<file path="config.mk">
export PLATFORM = sky130hd
export DESIGN_NAME = sliding_window_max_min_tracker_unit
export DESIGN_NICKNAME = d
export VERILOG_FILES = /design/src/rtl/swmm_pkg.sv /design/src/rtl/swmm_cand_mem.sv /design/src/rtl/swmm_ctrl.sv /design/src/rtl/sliding_window_max_min_tracker_unit.sv
export SDC_FILE = /design/constraint.sdc
export NUM_CORES = 2
export LEC_CHECK = 0
export BUFFER_PORTS_ARGS = -buffer_cell sky130_fd_sc_hd__buf_2
export CAP_MARGIN = 30
export CORE_AREA = 2 2 562 564
export DETAILED_ROUTE_END_ITERATION = 6
export DIE_AREA = 0 0 564 566
export PLACE_DENSITY = 0.66
export SKIP_CTS_REPAIR_TIMING = 1
export SLEW_MARGIN = 20
export SYNTH_ARGS = -nofsm -noshare
export SYNTH_HDL_FRONTEND = slang
export SYNTH_SLANG_ARGS = --single-unit
</file>
<file path="constraint.sdc">
create_clock -name clk -period 20.3 [get_ports clk]
set_clock_uncertainty 0.1 [all_clocks]
set_input_delay 3.045 -clock clk [delete_from_list [all_inputs] [get_ports clk]]
set_output_delay 3.045 -clock clk [all_outputs]
set_load 0.005 [all_outputs]
</file>
<file path="src/rtl/swmm_pkg.sv">
package swmm_pkg;

  localparam int MAX_WINDOW_DEF  = 64;
  localparam int SAMPLE_BITS_DEF = 32;

  // sample positions wrap modulo 2^32
  localparam int POS_BITS = 32;

  localparam int CFG_BITS = 7;
  localparam logic [CFG_BITS-1:0] WINDOW_RESET = 7'd2;

  typedef enum logic [1:0] {
    ST_IDLE,
    ST_FRONT,
    ST_BACK
  } swmm_state_t;

  // result flags handed combinationally from the sequencer to the output register
  typedef struct packed {
    logic valid;
    logic full;
    logic done;
  } swmm_res_flags_t;

endpackage

</file>
<file path="src/rtl/swmm_cand_mem.sv">
module swmm_cand_mem #(
  parameter int DEPTH = swmm_pkg::MAX_WINDOW_DEF,
  parameter int VAL_W = swmm_pkg::SAMPLE_BITS_DEF,
  parameter int POS_W = swmm_pkg::POS_BITS,
  parameter int IDX_W = $clog2(swmm_pkg::MAX_WINDOW_DEF)
) (
  input  logic             clk,
  input  logic             we,
  input  logic [IDX_W-1:0] waddr,
  input  logic [VAL_W-1:0] wvalue,
  input  logic [POS_W-1:0] wpos,
  input  logic [IDX_W-1:0] raddr,
  output logic [VAL_W-1:0] rvalue,
  output logic [POS_W-1:0] rpos
);
  import swmm_pkg::*;

  logic [VAL_W+POS_W-1:0] mem [DEPTH];
  logic [VAL_W+POS_W-1:0] rdata;

  always_ff @(posedge clk) begin
    if (we) begin
      mem[waddr] <= {wvalue, wpos};
    end
  end

  always_ff @(posedge clk) begin
    rdata <= mem[raddr];
  end

  assign rvalue = rdata[VAL_W+POS_W-1:POS_W];
  assign rpos   = rdata[POS_W-1:0];

endmodule

</file>
<file path="src/rtl/swmm_ctrl.sv">
module swmm_ctrl #(
  parameter int MAX_WINDOW  = swmm_pkg::MAX_WINDOW_DEF,
  parameter int SAMPLE_BITS = swmm_pkg::SAMPLE_BITS_DEF,
  parameter int IDX_W       = $clog2(swmm_pkg::MAX_WINDOW_DEF),
  parameter int K_W         = 7
) (
  input  logic                          clk,
  input  logic                          rst,
  input  logic [K_W-1:0]                win_k,
  input  logic                          in_valid,
  output logic                          in_ready,
  input  logic [SAMPLE_BITS-1:0]        in_sample,
  input  logic                          in_last,
  input  logic                          out_free,
  output swmm_pkg::swmm_res_flags_t     res_flags,
  output logic [SAMPLE_BITS-1:0]        res_max,
  output logic [SAMPLE_BITS-1:0]        res_min,
  output logic                          mem_we,
  output logic [IDX_W-1:0]              mem_waddr,
  output logic [SAMPLE_BITS-1:0]        mem_wvalue,
  output logic [swmm_pkg::POS_BITS-1:0] mem_wpos,
  output logic [IDX_W-1:0]              mem_raddr,
  input  logic [SAMPLE_BITS-1:0]        mem_rvalue,
  input  logic [swmm_pkg::POS_BITS-1:0] mem_rpos
);
  import swmm_pkg::*;

  localparam int CNT_W = $clog2(MAX_WINDOW + 1);
  localparam logic [IDX_W-1:0] LAST_IDX = IDX_W'(MAX_WINDOW - 1);
  localparam logic [SAMPLE_BITS-1:0] MAX_POS = {1'b0, {(SAMPLE_BITS-1){1'b1}}};

  swmm_state_t state, state_next;

  logic [IDX_W-1:0]       head;
  logic [IDX_W-1:0]       tail;
  logic [CNT_W-1:0]       count;
  logic [POS_BITS-1:0]    pos;
  logic [SAMPLE_BITS-1:0] run_min;
  logic [SAMPLE_BITS-1:0] smp;
  logic                   last;
  logic [SAMPLE_BITS-1:0] front_val;

  logic [IDX_W-1:0]       head_inc, tail_inc, tail_dec, tail_dec2;
  logic [POS_BITS-1:0]    age;
  logic                   front_pop, back_pop, finish, accept;
  logic [SAMPLE_BITS-1:0] cur_max, new_min;
  logic                   full;

  assign head_inc  = (head == LAST_IDX) ? '0 : head + 1'b1;
  assign tail_inc  = (tail == LAST_IDX) ? '0 : tail + 1'b1;
  assign tail_dec  = (tail == '0) ? LAST_IDX : tail - 1'b1;
  assign tail_dec2 = (tail_dec == '0) ? LAST_IDX : tail_dec - 1'b1;

  // age of the oldest candidate, modulo 2^32
  assign age = pos - mem_rpos;

  assign accept    = (state == ST_IDLE) && in_valid;
  assign front_pop = (state == ST_FRONT) && (count != '0) &&
                     (age >= {{(POS_BITS-K_W){1'b0}}, win_k});
  assign back_pop  = (state == ST_BACK) && (count != '0) &&
                     ($signed(mem_rvalue) <= $signed(smp));
  assign finish    = (state == ST_BACK) && !back_pop && out_free;

  // empty queue after the drops means the new sample is the front
  assign cur_max = (count == '0) ? smp : front_val;
  assign full    = ({1'b0, pos} + 1'b1) >= {{(POS_BITS+1-K_W){1'b0}}, win_k};
  assign new_min = (full && ($signed(cur_max) < $signed(run_min))) ? cur_max : run_min;

  always_comb begin
    state_next = state;
    unique case (state)
      ST_IDLE:  if (accept) state_next = ST_FRONT;
      ST_FRONT: if (!front_pop) state_next = ST_BACK;
      ST_BACK:  if (finish) state_next = ST_IDLE;
      default:  state_next = ST_IDLE;
    endcase
  end

  always_comb begin
    in_ready  = (state == ST_IDLE);
    mem_we    = finish;
    mem_raddr = head;
    unique case (state)
      ST_IDLE:  mem_raddr = head;
      ST_FRONT: mem_raddr = front_pop ? head_inc : tail_dec;
      ST_BACK:  mem_raddr = back_pop ? tail_dec2 : tail_dec;
      default:  mem_raddr = head;
    endcase
  end

  assign mem_waddr  = tail;
  assign mem_wvalue = smp;
  assign mem_wpos   = pos;

  assign res_flags.valid = finish;
  assign res_flags.full  = full;
  assign res_flags.done  = last;
  assign res_max         = cur_max;
  assign res_min         = new_min;

  always_ff @(posedge clk) begin
    if (rst) begin
      state   <= ST_IDLE;
      head    <= '0;
      tail    <= '0;
      count   <= '0;
      pos     <= '0;
      run_min <= MAX_POS;
    end else begin
      state <= state_next;
      if (front_pop) begin
        head  <= head_inc;
        count <= count - 1'b1;
      end
      if (back_pop) begin
        tail  <= tail_dec;
        count <= count - 1'b1;
      end
      if (finish) begin
        if (last) begin
          head    <= '0;
          tail    <= '0;
          count   <= '0;
          pos     <= '0;
          run_min <= MAX_POS;
        end else begin
          tail    <= tail_inc;
          count   <= count + 1'b1;
          pos     <= pos + 1'b1;
          run_min <= new_min;
        end
      end
    end
  end

  always_ff @(posedge clk) begin
    if (accept) begin
      smp  <= in_sample;
      last <= in_last;
    end
    // surviving oldest candidate
    if ((state == ST_FRONT) && !front_pop) begin
      front_val <= mem_rvalue;
    end
  end

endmodule

</file>
<file path="src/rtl/sliding_window_max_min_tracker_unit.sv">
// Sliding window maximum with a running minimum of the full-window maxima.
// Each sample request on the s_ side gives one result on the m_ side: the
// maximum of the last window_size samples, a window-full flag, the running
// minimum of full-window maxima (largest positive value until a window is
// full) and tlast echoed; a sample with tlast set ends the sequence and the
// tracker starts afresh, window_size is kept. The user must write window_size
// through cfg_wr_en/cfg_wr_data only while the block is idle (the block does
// not enforce it); 0 acts as 1 and values above MAX_WINDOW saturate. A ring
// in a one-port-read memory holds the candidates; aged ones leave the front,
// ones not above the sample the back, each at most once, and the sample is
// written once the output is free; only then is the next sample taken, even
// while a result waits in the output register. Reset needs no clearing pass.
module sliding_window_max_min_tracker_unit #(
  parameter int MAX_WINDOW  = swmm_pkg::MAX_WINDOW_DEF,
  parameter int SAMPLE_BITS = swmm_pkg::SAMPLE_BITS_DEF,
  parameter int IN_TDATA_W  = ((SAMPLE_BITS + 7) / 8) * 8,
  parameter int OUT_TDATA_W = ((2 * SAMPLE_BITS + 7) / 8) * 8
) (
  input  logic                          clk,
  input  logic                          rst,
  input  logic                          cfg_wr_en,
  input  logic [swmm_pkg::CFG_BITS-1:0] cfg_wr_data,   // window_size
  input  logic                          s_tvalid,
  output logic                          s_tready,
  input  logic [IN_TDATA_W-1:0]         s_tdata,       // sample_value
  input  logic                          s_tlast,       // end_of_sequence
  output logic                          m_tvalid,
  input  logic                          m_tready,
  output logic [OUT_TDATA_W-1:0]        m_tdata,       // window_max, min_of_maxima
  output logic                          m_tuser,       // window_full
  output logic                          m_tlast        // sequence_done
);
  import swmm_pkg::*;

  localparam int IDX_W = $clog2(MAX_WINDOW);
  localparam int CNT_W = $clog2(MAX_WINDOW + 1);
  localparam int K_W   = (CNT_W > CFG_BITS) ? CNT_W : CFG_BITS;

  logic [CFG_BITS-1:0]    window_size;
  logic [K_W-1:0]         ws_ext, win_k;

  swmm_res_flags_t        res_flags;
  logic [SAMPLE_BITS-1:0] res_max, res_min;
  logic                   out_free;

  logic                   mem_we;
  logic [IDX_W-1:0]       mem_waddr, mem_raddr;
  logic [SAMPLE_BITS-1:0] mem_wvalue, mem_rvalue;
  logic [POS_BITS-1:0]    mem_wpos, mem_rpos;

  logic [SAMPLE_BITS-1:0] out_max, out_min;

  always_ff @(posedge clk) begin
    if (rst) begin
      window_size <= WINDOW_RESET;
    end else if (cfg_wr_en) begin
      window_size <= cfg_wr_data;
    end
  end

  assign ws_ext = K_W'(window_size);
  assign win_k  = (ws_ext == '0) ? K_W'(1) :
                  (ws_ext > K_W'(MAX_WINDOW)) ? K_W'(MAX_WINDOW) : ws_ext;

  assign out_free = !m_tvalid || m_tready;

  swmm_ctrl #(
    .MAX_WINDOW  (MAX_WINDOW),
    .SAMPLE_BITS (SAMPLE_BITS),
    .IDX_W       (IDX_W),
    .K_W         (K_W)
  ) u_ctrl (
    .clk        (clk),
    .rst        (rst),
    .win_k      (win_k),
    .in_valid   (s_tvalid),
    .in_ready   (s_tready),
    .in_sample  (s_tdata[SAMPLE_BITS-1:0]),
    .in_last    (s_tlast),
    .out_free   (out_free),
    .res_flags  (res_flags),
    .res_max    (res_max),
    .res_min    (res_min),
    .mem_we     (mem_we),
    .mem_waddr  (mem_waddr),
    .mem_wvalue (mem_wvalue),
    .mem_wpos   (mem_wpos),
    .mem_raddr  (mem_raddr),
    .mem_rvalue (mem_rvalue),
    .mem_rpos   (mem_rpos)
  );

  swmm_cand_mem #(
    .DEPTH (MAX_WINDOW),
    .VAL_W (SAMPLE_BITS),
    .POS_W (POS_BITS),
    .IDX_W (IDX_W)
  ) u_mem (
    .clk    (clk),
    .we     (mem_we),
    .waddr  (mem_waddr),
    .wvalue (mem_wvalue),
    .wpos   (mem_wpos),
    .raddr  (mem_raddr),
    .rvalue (mem_rvalue),
    .rpos   (mem_rpos)
  );

  // output register
  always_ff @(posedge clk) begin
    if (rst) begin
      m_tvalid <= 1'b0;
    end else if (res_flags.valid) begin
      m_tvalid <= 1'b1;
    end else if (m_tready) begin
      m_tvalid <= 1'b0;
    end
  end

  always_ff @(posedge clk) begin
    if (res_flags.valid) begin
      out_max <= res_max;
      out_min <= res_min;
      m_tuser <= res_flags.full;
      m_tlast <= res_flags.done;
    end
  end

  assign m_tdata = OUT_TDATA_W'({out_min, out_max});

endmodule

</file>
==> results.yml <==
worst_setup_path:
  rrSetupSlack_ps: 10450
  path_class: "flip-flop to flip-flop"
  reg2reg_to: "u_mem.rdata[56]"
  required_ps: 21010
  arrival_ps: 10560
  cp-end-kind: "flip-flop"
  path_common_cell: "buf_4"
  r2r_cells: 25
  crit_slowest_cell: "mux2_8"
  cp_slowest_stage_delay_ps: 870
  start_kind: "flip-flop"
  worstReg2RegStart: "u_ctrl.mem_wpos[0]"
  cp_max_fo: 101
final_layout:
  area_delta_synth_final_pct: 12.9
  drive_gt1_share_pct: 16.0
  instances_no_fill: 15200
  nNetsFinal: 10800
sta:
  rsz0062_at_grt: "false"
  relSlewSlack_pct: 24.9
  slew_violations: 0
  setup_tns_ps: 0
  finalHoldViolations: 0
  finalCritPeriodShare_pct: 48.5
  period_needed_ps: 9850
  tightest_slew_ps: 1130
  max_freq_mhz: 102
  final-setup-viol-count: 0
worst_hold_path:
  hold_start: "u_mem.rdata[60]"
  holdPathStages: 0
  whs_endpoint: "u_ctrl.front_val[28]"
  hp-class: "flip-flop to flip-flop"
synth:
  ys_seq_area_share_pct: 75.9
  synthTopCellsByArea: "edfxtp_1, mux4_2, nand2_1"
  synth_cell_type_count: 82
  syn_area_per_cell_um2: 16.6
  yosys-top-cells-count: "edfxtp_1, nand2_1, mux4_2, clkbuf_1, nand3_1"
  synth_seq_cells: 4384
  synth_edf_count: 4227
  synth_top_area_share_pct: 74.1
  yosysMostFrequentCell: "edfxtp_1"
  synth_ff_type: "edfxtp_1"
  synthArstFlopShare_pct: 0
  netlist_instances: 10300
  yosys_warnings: 0
  synth_area_um2: 171000
  syn-num-nets: 10500
  yosys.area.top_type: "edfxtp_1"
placed_design:
  place_inst: 14300
  gp_congestion: 0.898
  io_buffers: 112
  dp_hpwl_mm: 274
routing:
  wl_per_cell_um: 34.2
  ant_nets: 0
  drt_iter0_drc: 17000
  viasPerCell: 6.70
  drc: 1
  drtPass1Iterations: 7
  vias: 102000
  wl_mm: 520
cts:
  cts_tree: "built"
  insertion_delay_ps: 990
  cts_buffers: 433
  cts_buffer_depth: 4
  cts_num_sinks: 4384
  cts_max_level: 5
  cts_root_buf: "clkbuf_16"
  clk_pin_slew_ps: 60
grt:
  grt_usage_pct: 32.2
  grt_max_degree: 187
  grt_pass1_vias: 96200
  overflow: 0
  grt_first_pass_wirelength_mm: 722
  antenna_found_initial: 30
run:
  maxCapViolations: 0
floorplanning:
  fp.dieW_um: 564
  die_h_um: 566
  io_pins: 113
  core_um2: 313000
  die_area_um2: 319000
  rows: 206
  start_util_pct: 54.7
power:
  leakage_nw: 64.1
  power_mw: 31.0
  power_density_nw_per_um2: 160
  peakVddDrop_uv: 391
run_status:
  outcome: "finished, violations left"
  failed_checks: "DRC"
[logic make-up (layout without fill, tap and decap cells)]
group / after synthesis / after routing / share of synthesized area [%]
xor gates and xnor gates: 37 / 37 / 0.189
and+or+nand+nor: 2852 / 2852 / 7.28
buffers and inverters: 742 / 1405 / 1.71
muxes: 832 / 832 / 8.47
AOI/OAI and AO/OA: 1378 / 1378 / 5.55
other: 0 / 22 / 0
DFF: 4384 / 4384 / 75.9
adders and majority gates: 122 / 122 / 0.895
[worst max-delay path: cells and delay by family (launching register included)]
kind                     cells  cell delay (ps)
AO/OA/AOI/OAI                5              920
flip-flops                   1              780
XOR/XNOR                     1               80
multiplexers                 2             1460
adder cells (fa/ha/maj)      3              890
AND/OR/NAND/NOR              8             2350
buffers and inverters        6             2740
[cell type report]
cell class	instances	area, um^2
tap	4160	5200
timing repair buffer	467	4110
clock buffer	570	11800
multi-input combinational	5221	39000
sequential	4384	130000
antenna	22	55.1
inverter	129	485
clock inverter	239	2620
fill	22200	120000
[power by group]
part	internal (mW)	switching (mW)	total, mW	leakage (nW)
logic	4.42	8.01	12.4	16.6
registers	10.3	0.148	10.5	40.4
clock network	4.67	3.43	8.10	7.05
total	19.4	11.6	31.0	64.1
[cell usage in the layout (no fill, tap or decap), types with 250 or more instances in the layout]
master     count
buf_4        291
mux4_2       490
a22oi_1      303
nand2_1     1656
edfxtp_1    4227
nor2_1       250
nand3_1      469
a21oi_1      279
mux2i_1      305
clkbuf_16    439
[sequential cells by signal, indices dropped and copies added (netlist names), 32 cells and up]
name               count
u_ctrl.front_val      32
u_mem.mem           4096
u_ctrl.mem_wvalue     32
u_ctrl.mem_wpos       32
u_ctrl.run_min        32
u_mem.rdata           64
out_max               32
out_min               32
[layer usage]
| metal | GRT usage, % | up-vias | wire, um |
|---|---|---|---|
| met5 | 0 | - | 207 |
| met4 | 11.5 | 8 | 20900 |
| met2 | 48.9 | 7005 | 236000 |
| li1 | - | 41300 | - |
| met3 | 9.11 | 1125 | 70300 |
| met1 | 44.7 | 52300 | 192000 |
[metrics by stage]
step / util (%) / hold slack (ps) / cell area (um^2) / setup WS [ps]
2_1_floorplan: - / 308 / 171000 / 10920
3_3_place_gp: 56.7 / 325 / 178000 / 9740
3_5_place_dp: 57.0 / 335 / 179000 / 9800
4_1_cts: 61.6 / 348 / 193000 / 9680
5_1_grt: 61.7 / 365 / 193000 / 9660
6_report: 61.7 / 345 / 193000 / 10450
[worst max-delay path by stage]
stage | end | from | slack (ps)
detailed placement | u_mem.rdata[53] | u_ctrl.mem_wpos[0] | 9800
global route | u_mem.rdata[63] | u_ctrl.mem_wpos[0] | 9660
global placement | u_mem.rdata[55] | u_ctrl.mem_wpos[0] | 9740
floorplan | u_mem.mem[31][0] | m_tready | 10920
finish | u_mem.rdata[56] | u_ctrl.mem_wpos[0] | 10450
CTS | u_mem.rdata[56] | u_ctrl.mem_wpos[0] | 9680
Note: power is estimated with default switching activity, not from simulation.
